==> config.mk <==
export PLATFORM = sky130hd
export DESIGN_NAME = i2c_master_bit_engine_top
export DESIGN_NICKNAME = d
export VERILOG_FILES = /design/src/rtl/i2cm_pkg.sv /design/src/rtl/i2cm_front.sv /design/src/rtl/i2cm_queue.sv /design/src/rtl/i2cm_back.sv /design/src/rtl/i2c_master_bit_engine_top.sv
export SDC_FILE = /design/constraint.sdc
export NUM_CORES = 1
export LEC_CHECK = 0
export BUFFER_PORTS_ARGS = -buffer_cell sky130_fd_sc_hd__buf_2
export CELL_PAD_IN_SITES_DETAIL_PLACEMENT = 0
export CELL_PAD_IN_SITES_GLOBAL_PLACEMENT = 2
export CORE_MARGIN = 2
export CORE_UTILIZATION = 38
export CTS_CLUSTER_DIAMETER = 50
export DETAILED_ROUTE_END_ITERATION = 10
export GPL_TIMING_DRIVEN = 0
export PLACE_DENSITY_LB_ADDON = 0.25
export SETUP_SLACK_MARGIN = 0.4
export SLEW_MARGIN = 10
export SYNTH_ARGS = -nofsm -noshare
export SYNTH_HDL_FRONTEND = slang
export SYNTH_SLANG_ARGS = --single-unit
export TNS_END_PERCENT = 10
==> constraint.sdc <==
create_clock -name aclk -period 3.3 [get_ports aclk]
set_input_delay 0.825 -clock aclk [delete_from_list [all_inputs] [get_ports aclk]]
set_output_delay 0.825 -clock aclk [all_outputs]
set_load 0.1 [all_outputs]
==> src/rtl/i2cm_pkg.sv <==
package i2cm_pkg;

    localparam int unsigned S_DATA_W = 16;
    localparam int unsigned M_DATA_W = 16;
    localparam int unsigned CFG_IDX_W = 2;
    localparam int unsigned CFG_DATA_W = 8;

    localparam logic [CFG_IDX_W-1:0] CFG_HALF_BIT = 2'd0;
    localparam logic [CFG_IDX_W-1:0] CFG_EDGE_SETUP = 2'd1;
    localparam logic [CFG_IDX_W-1:0] CFG_ACK_TIMEOUT = 2'd2;

    localparam logic [7:0] HALF_BIT_RESET = 8'd2;
    localparam logic [7:0] EDGE_SETUP_RESET = 8'd4;
    localparam logic [7:0] ACK_TIMEOUT_RESET = 8'd250;

    localparam logic [3:0] BITS_PER_BYTE = 4'd8;

    typedef enum logic [2:0] {
        CMD_NONE  = 3'd0,
        CMD_START = 3'd1,
        CMD_STOP  = 3'd2,
        CMD_WRITE = 3'd3,
        CMD_WAIT  = 3'd4,
        CMD_READ  = 3'd5
    } cmd_t;

    typedef struct packed {
        cmd_t       cmd;
        logic [7:0] tx_byte;
        logic       send_ack;
        logic       sda_in;
    } item_t;

    typedef struct packed {
        logic       ack_missing;
        logic [7:0] rx_byte;
        logic       done_res;
        logic       ready_res;
        logic       sda_pull_low;
        logic       scl_level;
    } result_t;

endpackage

==> src/rtl/i2cm_front.sv <==
module i2cm_front
    import i2cm_pkg::*;
(
    input  logic [S_DATA_W-1:0] s_tdata,
    output item_t               item
);

    logic [2:0] action;

    assign action = s_tdata[2:0];

    always_comb begin
        item.tx_byte  = s_tdata[10:3];
        item.send_ack = s_tdata[11];
        item.sda_in   = s_tdata[12];
        case (action)
            CMD_START: item.cmd = CMD_START;
            CMD_STOP:  item.cmd = CMD_STOP;
            CMD_WRITE: item.cmd = CMD_WRITE;
            CMD_WAIT:  item.cmd = CMD_WAIT;
            CMD_READ:  item.cmd = CMD_READ;
            default:   item.cmd = CMD_NONE;
        endcase
    end

endmodule

==> src/rtl/i2cm_queue.sv <==
module i2cm_queue
    import i2cm_pkg::*;
#(
    parameter int unsigned DEPTH = 2
) (
    input  logic  aclk,
    input  logic  aresetn,
    input  logic  push_valid,
    output logic  push_ready,
    input  item_t push_item,
    output logic  pop_valid,
    input  logic  pop_ready,
    output item_t pop_item
);

    localparam int unsigned PTR_W = (DEPTH > 1) ? $clog2(DEPTH) : 1;
    localparam int unsigned CNT_W = $clog2(DEPTH + 1);
    localparam logic [PTR_W-1:0] LAST_PTR = PTR_W'(DEPTH - 1);
    localparam logic [CNT_W-1:0] FULL_CNT = CNT_W'(DEPTH);

    item_t            entry_reg [DEPTH];
    logic [PTR_W-1:0] wr_ptr_reg, wr_ptr_next;
    logic [PTR_W-1:0] rd_ptr_reg, rd_ptr_next;
    logic [CNT_W-1:0] count_reg, count_next;
    logic             push, pop;

    assign push_ready = (count_reg != FULL_CNT);
    assign pop_valid  = (count_reg != '0);
    assign pop_item   = entry_reg[rd_ptr_reg];
    assign push       = push_valid & push_ready;
    assign pop        = pop_valid & pop_ready;

    always_comb begin
        wr_ptr_next = wr_ptr_reg;
        rd_ptr_next = rd_ptr_reg;
        count_next  = count_reg;
        if (push) begin
            wr_ptr_next = (wr_ptr_reg == LAST_PTR) ? '0 : wr_ptr_reg + 1'b1;
        end
        if (pop) begin
            rd_ptr_next = (rd_ptr_reg == LAST_PTR) ? '0 : rd_ptr_reg + 1'b1;
        end
        if (push && !pop) begin
            count_next = count_reg + 1'b1;
        end else if (pop && !push) begin
            count_next = count_reg - 1'b1;
        end
    end

    always_ff @(posedge aclk) begin
        if (!aresetn) begin
            wr_ptr_reg <= '0;
            rd_ptr_reg <= '0;
            count_reg  <= '0;
        end else begin
            wr_ptr_reg <= wr_ptr_next;
            rd_ptr_reg <= rd_ptr_next;
            count_reg  <= count_next;
        end
    end

    always_ff @(posedge aclk) begin
        if (push) begin
            entry_reg[wr_ptr_reg] <= push_item;
        end
    end

endmodule

==> src/rtl/i2cm_back.sv <==
module i2cm_back
    import i2cm_pkg::*;
(
    input  logic                  aclk,
    input  logic                  aresetn,
    input  logic                  cfg_we,
    input  logic [CFG_IDX_W-1:0]  cfg_index,
    input  logic [CFG_DATA_W-1:0] cfg_wdata,
    input  logic                  item_valid,
    output logic                  item_ready,
    input  item_t                 item,
    output logic                  m_tvalid,
    input  logic                  m_tready,
    output logic [M_DATA_W-1:0]   m_tdata
);

    typedef enum logic [12:0] {
        PH_IDLE  = 13'b0000000000001,
        PH_ST_A  = 13'b0000000000010,
        PH_ST_B  = 13'b0000000000100,
        PH_SP_A  = 13'b0000000001000,
        PH_SP_B  = 13'b0000000010000,
        PH_WR_LO = 13'b0000000100000,
        PH_WR_HI = 13'b0000001000000,
        PH_WA_LO = 13'b0000010000000,
        PH_WA_HI = 13'b0000100000000,
        PH_RD_LO = 13'b0001000000000,
        PH_RD_HI = 13'b0010000000000,
        PH_RA_LO = 13'b0100000000000,
        PH_RA_HI = 13'b1000000000000
    } phase_t;

    function automatic logic [7:0] at_least_one(input logic [7:0] v);
        return (v == 8'd0) ? 8'd1 : v;
    endfunction

    logic [7:0] half_bit_reg, edge_setup_reg, ack_timeout_reg;

    phase_t     phase_reg, phase_next;
    logic       is_wait_reg, is_wait_next;
    logic [3:0] bit_index_reg, bit_index_next;
    logic [7:0] shift_reg, shift_next;
    logic [7:0] tick_reg, tick_next;
    logic [7:0] ack_wait_reg, ack_wait_next;
    logic       ack_to_send_reg, ack_to_send_next;
    logic       scl_reg, scl_next;
    logic       sda_reg, sda_next;
    logic [7:0] rx_hold_reg, rx_hold_next;
    logic       miss_reg, miss_next;
    logic       ready_res, done_res;

    logic       m_tvalid_reg, m_tvalid_next;
    result_t    m_result_reg;
    result_t    result;
    logic       fire;
    logic [7:0] h_ticks, e_ticks;
    logic [3:0] bit_index_inc;
    logic [7:0] shift_wr, shift_rd;

    assign item_ready    = !m_tvalid_reg || m_tready;
    assign fire          = item_valid && item_ready;
    assign h_ticks       = at_least_one(half_bit_reg);
    assign e_ticks       = at_least_one(edge_setup_reg);
    assign bit_index_inc = bit_index_reg + 4'd1;
    assign shift_wr      = {shift_reg[6:0], 1'b0};
    assign shift_rd      = {shift_reg[6:0], item.sda_in};

    always_ff @(posedge aclk) begin
        if (!aresetn) begin
            half_bit_reg    <= HALF_BIT_RESET;
            edge_setup_reg  <= EDGE_SETUP_RESET;
            ack_timeout_reg <= ACK_TIMEOUT_RESET;
        end else if (cfg_we) begin
            case (cfg_index)
                CFG_HALF_BIT:    half_bit_reg    <= cfg_wdata;
                CFG_EDGE_SETUP:  edge_setup_reg  <= cfg_wdata;
                CFG_ACK_TIMEOUT: ack_timeout_reg <= cfg_wdata;
                default: begin
                end
            endcase
        end
    end

    always_comb begin
        phase_next       = phase_reg;
        is_wait_next     = is_wait_reg;
        bit_index_next   = bit_index_reg;
        shift_next       = shift_reg;
        tick_next        = tick_reg;
        ack_wait_next    = ack_wait_reg;
        ack_to_send_next = ack_to_send_reg;
        scl_next         = scl_reg;
        sda_next         = sda_reg;
        rx_hold_next     = rx_hold_reg;
        miss_next        = miss_reg;
        ready_res        = 1'b0;
        done_res         = 1'b0;
        if (fire) begin
            case (phase_reg)
                PH_IDLE: begin
                    if (item.cmd != CMD_NONE) begin
                        ready_res      = 1'b1;
                        miss_next      = 1'b0;
                        is_wait_next   = (item.cmd == CMD_WAIT);
                        bit_index_next = 4'd0;
                        case (item.cmd)
                            CMD_START: begin
                                phase_next = PH_ST_A;
                                scl_next   = 1'b1;
                                sda_next   = 1'b1;
                                tick_next  = e_ticks;
                            end
                            CMD_STOP: begin
                                phase_next = PH_SP_A;
                                scl_next   = 1'b0;
                                sda_next   = 1'b0;
                                tick_next  = e_ticks;
                            end
                            CMD_WRITE: begin
                                shift_next = item.tx_byte;
                                phase_next = PH_WR_LO;
                                scl_next   = 1'b0;
                                sda_next   = item.tx_byte[7];
                                tick_next  = h_ticks;
                            end
                            CMD_WAIT: begin
                                ack_wait_next = 8'd0;
                                phase_next    = PH_WA_LO;
                                scl_next      = 1'b0;
                                sda_next      = 1'b1;
                                tick_next     = h_ticks;
                            end
                            default: begin
                                shift_next       = 8'd0;
                                ack_to_send_next = item.send_ack;
                                phase_next       = PH_RD_LO;
                                scl_next         = 1'b0;
                                sda_next         = 1'b1;
                                tick_next        = h_ticks;
                            end
                        endcase
                    end
                end
                PH_WA_HI: begin
                    if (!item.sda_in) begin
                        scl_next   = 1'b0;
                        phase_next = PH_IDLE;
                        done_res   = 1'b1;
                    end else if (ack_wait_reg >= at_least_one(ack_timeout_reg)) begin
                        phase_next = PH_SP_A;
                        scl_next   = 1'b0;
                        sda_next   = 1'b0;
                        tick_next  = e_ticks;
                    end else begin
                        ack_wait_next = ack_wait_reg + 8'd1;
                    end
                end
                default: begin
                    if (tick_reg > 8'd1) begin
                        tick_next = tick_reg - 8'd1;
                    end else begin
                        case (phase_reg)
                            PH_ST_A: begin
                                phase_next = PH_ST_B;
                                scl_next   = 1'b1;
                                sda_next   = 1'b0;
                                tick_next  = e_ticks;
                            end
                            PH_ST_B: begin
                                scl_next   = 1'b0;
                                phase_next = PH_IDLE;
                                done_res   = 1'b1;
                            end
                            PH_SP_A: begin
                                phase_next = PH_SP_B;
                                scl_next   = 1'b1;
                                sda_next   = 1'b0;
                                tick_next  = e_ticks;
                            end
                            PH_SP_B: begin
                                sda_next   = 1'b1;
                                miss_next  = miss_reg | is_wait_reg;
                                phase_next = PH_IDLE;
                                done_res   = 1'b1;
                            end
                            PH_WR_LO: begin
                                phase_next = PH_WR_HI;
                                scl_next   = 1'b1;
                                tick_next  = h_ticks;
                            end
                            PH_WR_HI: begin
                                bit_index_next = bit_index_inc;
                                shift_next     = shift_wr;
                                if (bit_index_inc < BITS_PER_BYTE) begin
                                    phase_next = PH_WR_LO;
                                    scl_next   = 1'b0;
                                    sda_next   = shift_wr[7];
                                    tick_next  = h_ticks;
                                end else begin
                                    scl_next   = 1'b0;
                                    sda_next   = 1'b1;
                                    phase_next = PH_IDLE;
                                    done_res   = 1'b1;
                                end
                            end
                            PH_WA_LO: begin
                                phase_next = PH_WA_HI;
                                scl_next   = 1'b1;
                                sda_next   = 1'b1;
                                tick_next  = 8'd1;
                            end
                            PH_RD_LO: begin
                                phase_next = PH_RD_HI;
                                scl_next   = 1'b1;
                                sda_next   = 1'b1;
                                tick_next  = h_ticks;
                            end
                            PH_RD_HI: begin
                                shift_next     = shift_rd;
                                bit_index_next = bit_index_inc;
                                scl_next       = 1'b0;
                                tick_next      = h_ticks;
                                if (bit_index_inc < BITS_PER_BYTE) begin
                                    phase_next = PH_RD_LO;
                                    sda_next   = 1'b1;
                                end else begin
                                    phase_next = PH_RA_LO;
                                    sda_next   = !ack_to_send_reg;
                                end
                            end
                            PH_RA_LO: begin
                                phase_next = PH_RA_HI;
                                scl_next   = 1'b1;
                                tick_next  = h_ticks;
                            end
                            PH_RA_HI: begin
                                scl_next     = 1'b0;
                                sda_next     = 1'b1;
                                rx_hold_next = shift_reg;
                                phase_next   = PH_IDLE;
                                done_res     = 1'b1;
                            end
                            default: begin
                                phase_next = PH_IDLE;
                                done_res   = 1'b1;
                            end
                        endcase
                    end
                end
            endcase
        end
    end

    always_comb begin
        result.scl_level    = scl_next;
        result.sda_pull_low = !sda_next;
        result.ready_res    = ready_res;
        result.done_res     = done_res;
        result.rx_byte      = rx_hold_next;
        result.ack_missing  = miss_next;
        m_tvalid_next       = fire || (m_tvalid_reg && !m_tready);
    end

    always_ff @(posedge aclk) begin
        if (!aresetn) begin
            phase_reg       <= PH_IDLE;
            is_wait_reg     <= 1'b0;
            bit_index_reg   <= 4'd0;
            shift_reg       <= 8'd0;
            tick_reg        <= 8'd0;
            ack_wait_reg    <= 8'd0;
            ack_to_send_reg <= 1'b0;
            scl_reg         <= 1'b1;
            sda_reg         <= 1'b1;
            rx_hold_reg     <= 8'd0;
            miss_reg        <= 1'b0;
            m_tvalid_reg    <= 1'b0;
        end else begin
            phase_reg       <= phase_next;
            is_wait_reg     <= is_wait_next;
            bit_index_reg   <= bit_index_next;
            shift_reg       <= shift_next;
            tick_reg        <= tick_next;
            ack_wait_reg    <= ack_wait_next;
            ack_to_send_reg <= ack_to_send_next;
            scl_reg         <= scl_next;
            sda_reg         <= sda_next;
            rx_hold_reg     <= rx_hold_next;
            miss_reg        <= miss_next;
            m_tvalid_reg    <= m_tvalid_next;
        end
    end

    always_ff @(posedge aclk) begin
        if (fire) begin
            m_result_reg <= result;
        end
    end

    assign m_tvalid = m_tvalid_reg;
    assign m_tdata  = M_DATA_W'(m_result_reg);

endmodule

==> src/rtl/i2c_master_bit_engine_top.sv <==
// Path: a transfer accepted on s_ is held in a queue entry, then passes the bit engine and
// the output register after it before it appears on m_.
// Throughput: one tick per cycle while the queue holds an item and the output is not stalled.
// Reset (aresetn, synchronous, active low): queue and output empty, SCL and SDA released
// high, registers back to half bit 2, edge setup 4, ack timeout 250.
module i2c_master_bit_engine_top
    import i2cm_pkg::*;
#(
    parameter int unsigned QUEUE_DEPTH = 2
) (
    input  logic                  aclk,
    input  logic                  aresetn,
    input  logic                  s_tvalid,
    output logic                  s_tready,
    input  logic [S_DATA_W-1:0]   s_tdata,   // action[2:0], tx_byte[10:3], send_ack[11], sda_in[12]
    output logic                  m_tvalid,
    input  logic                  m_tready,
    output logic [M_DATA_W-1:0]   m_tdata,   // scl_level[0], sda_pull_low[1], ready_res[2],
                                             // done_res[3], rx_byte[11:4], ack_missing[12]
    input  logic                  cfg_we,
    input  logic [CFG_IDX_W-1:0]  cfg_index,
    input  logic [CFG_DATA_W-1:0] cfg_wdata
);

    item_t in_item;
    item_t q_item;
    logic  q_valid;
    logic  q_ready;

    i2cm_front u_front (
        .s_tdata (s_tdata),
        .item    (in_item)
    );

    i2cm_queue #(
        .DEPTH (QUEUE_DEPTH)
    ) u_queue (
        .aclk       (aclk),
        .aresetn    (aresetn),
        .push_valid (s_tvalid),
        .push_ready (s_tready),
        .push_item  (in_item),
        .pop_valid  (q_valid),
        .pop_ready  (q_ready),
        .pop_item   (q_item)
    );

    i2cm_back u_back (
        .aclk       (aclk),
        .aresetn    (aresetn),
        .cfg_we     (cfg_we),
        .cfg_index  (cfg_index),
        .cfg_wdata  (cfg_wdata),
        .item_valid (q_valid),
        .item_ready (q_ready),
        .item       (q_item),
        .m_tvalid   (m_tvalid),
        .m_tready   (m_tready),
        .m_tdata    (m_tdata)
    );

`ifndef SYNTH
    a_ready_done_excl: assert property (@(posedge aclk) disable iff (!aresetn)
        m_tvalid |-> !(m_tdata[2] && m_tdata[3]))
        else $error("ready and done in one result");

    a_engine_delivers: assert property (@(posedge aclk) disable iff (!aresetn)
        q_valid && q_ready |=> m_tvalid)
        else $error("queued tick did not reach output");

    a_no_pop_on_stall: assert property (@(posedge aclk) disable iff (!aresetn)
        m_tvalid && !m_tready |-> !q_ready)
        else $error("engine advanced while output stalled");
`endif

endmodule
==> flow_summary.json, run 1 <==
{
  "port_buffers": 41,
  "grt_max_degree": 23,
  "largest_register_ffs": 26,
  "die_h_microns": 132,
  "syn_area_sq_um": 6210,
  "via_per_inst": 5.42,
  "numClockSinks": 123,
  "fp.coreArea_sq_um": 15900,
  "start_kind": "flop",
  "drive_gt1_frac": 0.189,
  "io_pins": 49,
  "slew_headroom": 0.281,
  "synth_seq_cells": 123,
  "busiest_layer": "met2",
  "nets": 771,
  "layout.cells.non_filler": 956,
  "use_met1": 0.264,
  "final_core_util": 0.472,
  "worst_pin_slew_ns": 1.08,
  "slew_viol_final": 0,
  "place.gp.congestion": 0.868,
  "htree_levels": 4,
  "path_cells": "or4_1, buf_2, nor4b_4, and2_1, nor2_1, a21oi_4, clkbuf_4, nand4_1, o211a_1",
  "status": "complete, no violations",
  "syn_to_final_growth_pct": 21.0,
  "whs_ns": 0.474,
  "ys_seq_area_frac": 0.459,
  "p_switching_mw": 2.85,
  "fin_crit_ns": 2.81,
  "required_ns": 3.62,
  "p_sw_frac": 0.421,
  "grt_pass1_wl_microns": 26900,
  "grt_use_met3": 0.0350,
  "grt_pass1_vias": 4991,
  "p_comb_frac": 0.418,
  "vias": 5184,
  "cts_buffers": 17,
  "wl_per_cell_microns": 17.6,
  "syn_inst": 655,
  "seq_area_sq_um": 2850,
  "wl_microns": 16800,
  "nFillCells": 1582,
  "synth_commonest_cells": "nor2_1, dfxtp_1, nand2_1",
  "cp_slowest_cell": "or4_1",
  "cts-root-buf": "clkbuf_16",
  "hold_viol_final": 0,
  "yosysMostFrequentCell": "nor2_1",
  "path_buf_inv": 2,
  "detail-route-antenna-nets": 0,
  "insertion_delay_ns": 0.42,
  "timing.setup.tns_ns": 0,
  "p_int_mw": 3.92,
  "synth-warning-count": 0,
  "synthTopCellsByArea": "dfxtp_1, edfxtp_1, mux2i_1, nor2_1, nand2_1",
  "grt_overflow_total": 0,
  "drv_cap": 0,
  "endpoint_kind": "flop",
  "period_share": 0.852,
  "clkPwrFrac": 0.292,
  "setup_viol": 0,
  "grt_usage": 0.197,
  "fin_area_sq_um": 7520,
  "crit_type": "reg -> reg",
  "met2_usage": 0.321,
  "worst_slack_ns": 0.489,
  "p_leak_nw": 2.94,
  "seqPwrFrac": 0.290,
  "clock.fmax_ghz": 0.356,
  "critical-path-top-delay-family": "simple AND/OR/NAND/NOR gates",
  "die_w_microns": 132,
  "crit_fanout": 10,
  "synthArstFlopShare": 0,
  "yosysTopAreaCellShare": 0.271,
  "power_mw": 6.77,
  "synth_edf_count": 39,
  "dpl.hpwl_microns": 12400,
  "dominantRegCellSynth": "dfxtp_1",
  "rsz0062_at_grt": "yes",
  "crit_arrival_ns": 3.13,
  "cpPeakStageDelay_ns": 0.52,
  "initial_utilization": 0.390,
  "placed_area_sq_um": 6700,
  "drtIter0Drc": 263,
  "antenna_found_initial": 0,
  "die-area_sq_um": 17400,
  "route.detailed.drc": 0,
  "hp-class": "reg -> reg",
  "path_clk_slew_ns": 0.06,
  "finalClockSkew_ns": 0.00888,
  "drt_pass1_iterations": 4,
  "post-place-ws_ns": -0.0554,
  "yosysUniqueCellTypes": 70,
  "syn_area_per_cell_sq_um": 9.48,
  "yosysTopAreaCell": "dfxtp_1",
  "num_rows": 46,
  "powerDensity_nw_per_um2": 901,
  "cts_tree": "done",
  "multi_input_area_sq_um": 3210,
  "dp.cells": 914,
  "antennaDiodeCount": 0,
  "clockBufferDepth": 2,
  "vdd.ir_drop.worst_mv": 0.441
}
==> worst min-delay path, cell delays in order (launching register included) <==
cell     delay (ns)
dfxtp_1        0.31
nand2_1        0.05
a21oi_1        0.06
==> cells by family (layout without fill, tap and decap cells) <==
group           Yosys count  after routing  share of synthesized area
simple gates            266            266                      0.223
other cells               1              3                   0.000604
buf+inv                  61            144                     0.0415
fa+ha+maj                13             13                     0.0262
xor+xnor                 18             18                     0.0254
flops                   123            123                      0.459
mux                      49             49                     0.0814
compound gates          124            124                      0.143
==> final timing paths <==
path,end,start,cells after the start,slack [ns]
worst max register to register,u_back.tick_reg[2],u_back.phase_reg[4],9,0.49
worst max-delay path,u_back.tick_reg[2],u_back.phase_reg[4],9,0.49
worst min register to register,u_back.ack_timeout_reg[2],u_back.ack_timeout_reg[2],2,0.47
worst min-delay path,u_back.ack_timeout_reg[2],u_back.ack_timeout_reg[2],2,0.47
==> routing by layer <==
layer,vias to the layer above,part of all wire
li1,2549,-
met1,2475,0.47
met2,141,0.47
met3,19,0.047
met4,0,0.015
met5,-,0
==> final cells by class <==
class / count / area share
Inverter: 22 / 0.0110
Multi-Input combinational cell: 473 / 0.428
Timing Repair Buffer: 51 / 0.0389
Clock inverter: 15 / 0.0265
Sequential cell: 123 / 0.379
Tap cell: 216 / 0.0360
Buffer: 39 / 0.0240
Clock buffer: 17 / 0.0566
==> cells in the final DEF, fill, tap and decap left out, drive strengths merged, types with 10 or more instances in the layout <==
cell,count
nor2,88
dfxtp,84
buf,67
nand2,56
clkbuf,40
edfxtp,39
mux2i,37
o21ai,28
a21oi,28
inv,23
nor3,21
nand4,16
nand3,15
nor4,14
ha,13
mux2,12
a221oi,12
and2,10
==> timing repair <==
item,4_1_cts,5_1_grt
hold buffers,0,0
pin swaps,1,5
setup endpoints to repair,22,33
resized for setup,4,18
setup buffers,2,8
==> power by group through the flow <==
stage,sequential (mW),combinational (mW),clock (mW)
2_1_floorplan,2.52,1.52,0
3_3_place_gp,1.99,2.66,0
3_5_place_dp,1.99,2.69,0
4_1_cts,1.96,2.72,2.00
5_1_grt,1.99,3.04,2.08
6_report,1.96,2.83,1.98
Power figures use the tool's default switching activity.
==> inputs of run 2 (changes only) <==
- SETUP_SLACK_MARGIN: 0.4 -> 0.5
==> flow_summary.json, run 2 (synthesis gave the netlist of run 1 again) <==
{
  "path_clk_slew_ns": 0.06,
  "wl_microns": 17000,
  "most-common-layout-cells": "nor2_1, dfxtp_1, nand2_1",
  "io_pins": 49,
  "fin_crit_ns": 2.74,
  "seq_area_sq_um": 2850,
  "worst_r2r_path_depth": 9,
  "slew_headroom": 0.270,
  "whs_path_depth": 2,
  "antennaDiodeCount": 0,
  "setup_viol": 0,
  "crit_type": "reg -> reg",
  "dp.cells": 914,
  "cts_tree": "done",
  "antenna_found_initial": 0,
  "min_from": "u_back.ack_timeout_reg[2]",
  "syn_to_final_growth_pct": 21.7,
  "powerDensity_nw_per_um2": 903,
  "worst_pin_slew_ns": 1.09,
  "layout.cells.non_filler": 956,
  "worst_slack_ns": 0.564,
  "r2r_end": "u_back.tick_reg[6]",
  "vias": 5220,
  "slew_viol_final": 0,
  "vdd.ir_drop.worst_mv": 0.442,
  "cts-root-buf": "clkbuf_16",
  "num_rows": 46,
  "r2r_start": "u_back.tick_reg[0]",
  "power_mw": 6.83,
  "hold_viol_final": 0,
  "finalClockSkew_ns": 0.00794,
  "period_share": 0.829,
  "numClockSinks": 123,
  "drt_pass1_iterations": 5,
  "port_buffers": 41,
  "multi_input_area_sq_um": 3260,
  "crit_arrival_ns": 3.01,
  "htree_levels": 4,
  "grt_usage": 0.198,
  "fp.coreArea_sq_um": 15900,
  "clockBufferDepth": 2,
  "largest_register_ffs": 26,
  "grt_pass1_vias": 5051,
  "via_per_inst": 5.46,
  "hp-class": "reg -> reg",
  "rsz0062_at_grt": "yes",
  "grt_max_degree": 23,
  "placed_area_sq_um": 6700,
  "route.detailed.drc": 0,
  "clock.fmax_ghz": 0.365,
  "detail-route-antenna-nets": 0,
  "whs_endpoint": "u_back.ack_timeout_reg[2]",
  "insertion_delay_ns": 0.42,
  "die_w_microns": 132,
  "initial_utilization": 0.390,
  "nFillCells": 1571,
  "post-place-ws_ns": -0.0554,
  "final_common_cell": "nor2_1",
  "nets": 771,
  "dpl.hpwl_microns": 12400,
  "fin_area_sq_um": 7560,
  "final_core_util": 0.474,
  "required_ns": 3.57,
  "start_kind": "flop",
  "wl_per_cell_microns": 17.8,
  "die_h_microns": 132,
  "rrSetupSlack_ns": 0.56,
  "drive_gt1_frac": 0.199,
  "p_leak_nw": 2.97,
  "die-area_sq_um": 17400,
  "place.gp.congestion": 0.868,
  "crit_fanout": 10,
  "cts_buffers": 17,
  "drtIter0Drc": 262,
  "drv_cap": 0,
  "endpoint_kind": "flop",
  "hold_buffers": 0,
  "grt_pass1_wl_microns": 27100,
  "grt_overflow_total": 0,
  "status": "complete, no violations"
}
-- run 2: cell type report --
| cell class | count | area share |
|---|---|---|
| well taps | 216 | 0.0357 |
| clock buffers | 17 | 0.0563 |
| inverters | 22 | 0.0113 |
| clock inverters | 15 | 0.0263 |
| flip-flops and latches | 123 | 0.377 |
| plain buffers | 39 | 0.0248 |
| repair buffers | 51 | 0.0371 |
| multi-input cells | 473 | 0.431 |
-- run 2: worst max-delay path, stage by stage (launching register included) --
cell and delay [ns]:
dfxtp_1 0.37, inv_1 0.08, ha_1 0.25, nor2_1 0.10
nand3b_1 0.21, clkbuf_2 0.27, o41ai_2 0.67, a221oi_1 0.19
a221oi_1 0.32, a211oi_1 0.13
-- run 2: per-layer routing --
metal / global-route usage / wire length [microns] / part of all wire
met1: 0.265 / 8120 / 0.48
met2: 0.324 / 7960 / 0.47
met3: 0.0350 / 669 / 0.039
met4: 0.0694 / 241 / 0.014
met5: 0 / 0 / 0
-- run 2: worst max-delay path by stage --
stage / startpoint / end / slack (ns) / depth (start not counted)
3_3_place_gp: m_tready / u_back.ack_wait_reg[6] / -0.03 / 9
4_1_cts: u_back.phase_reg[8] / u_back.tick_reg[2] / 0.47 / 9
5_1_grt: u_back.ack_timeout_reg[7] / u_back.phase_reg[12] / 0.44 / 11
3_5_place_dp: m_tready / u_back.ack_wait_reg[2] / -0.06 / 9
2_1_floorplan: u_back.m_tvalid / u_back.ack_wait_reg[6] / 0.62 / 8
6_report: u_back.tick_reg[0] / u_back.tick_reg[6] / 0.56 / 9
-- run 2: power breakdown --
| group | total, mW | internal (mW) | switching [mW] |
|---|---|---|---|
| combinational | 2.89 | 0.846 | 2.04 |
| clock | 1.98 | 1.26 | 0.717 |
| sequential | 1.96 | 1.84 | 0.127 |
-- run 2: repair_timing --
item	4_1_cts	5_1_grt
pin swaps	3	9
gates resized for setup	13	24
setup buffers	6	4
setup endpoints to repair	28	52
endpoints found under the hold margin	0	0
-- run 2: per-stage QoR --
step / setup TNS, ns / hold slack [ns]
2_1_floorplan: 0 / 0.436
3_3_place_gp: -0.0534 / 0.454
3_5_place_dp: -0.105 / 0.467
4_1_cts: 0 / 0.477
5_1_grt: 0 / 0.503
6_report: 0 / 0.476
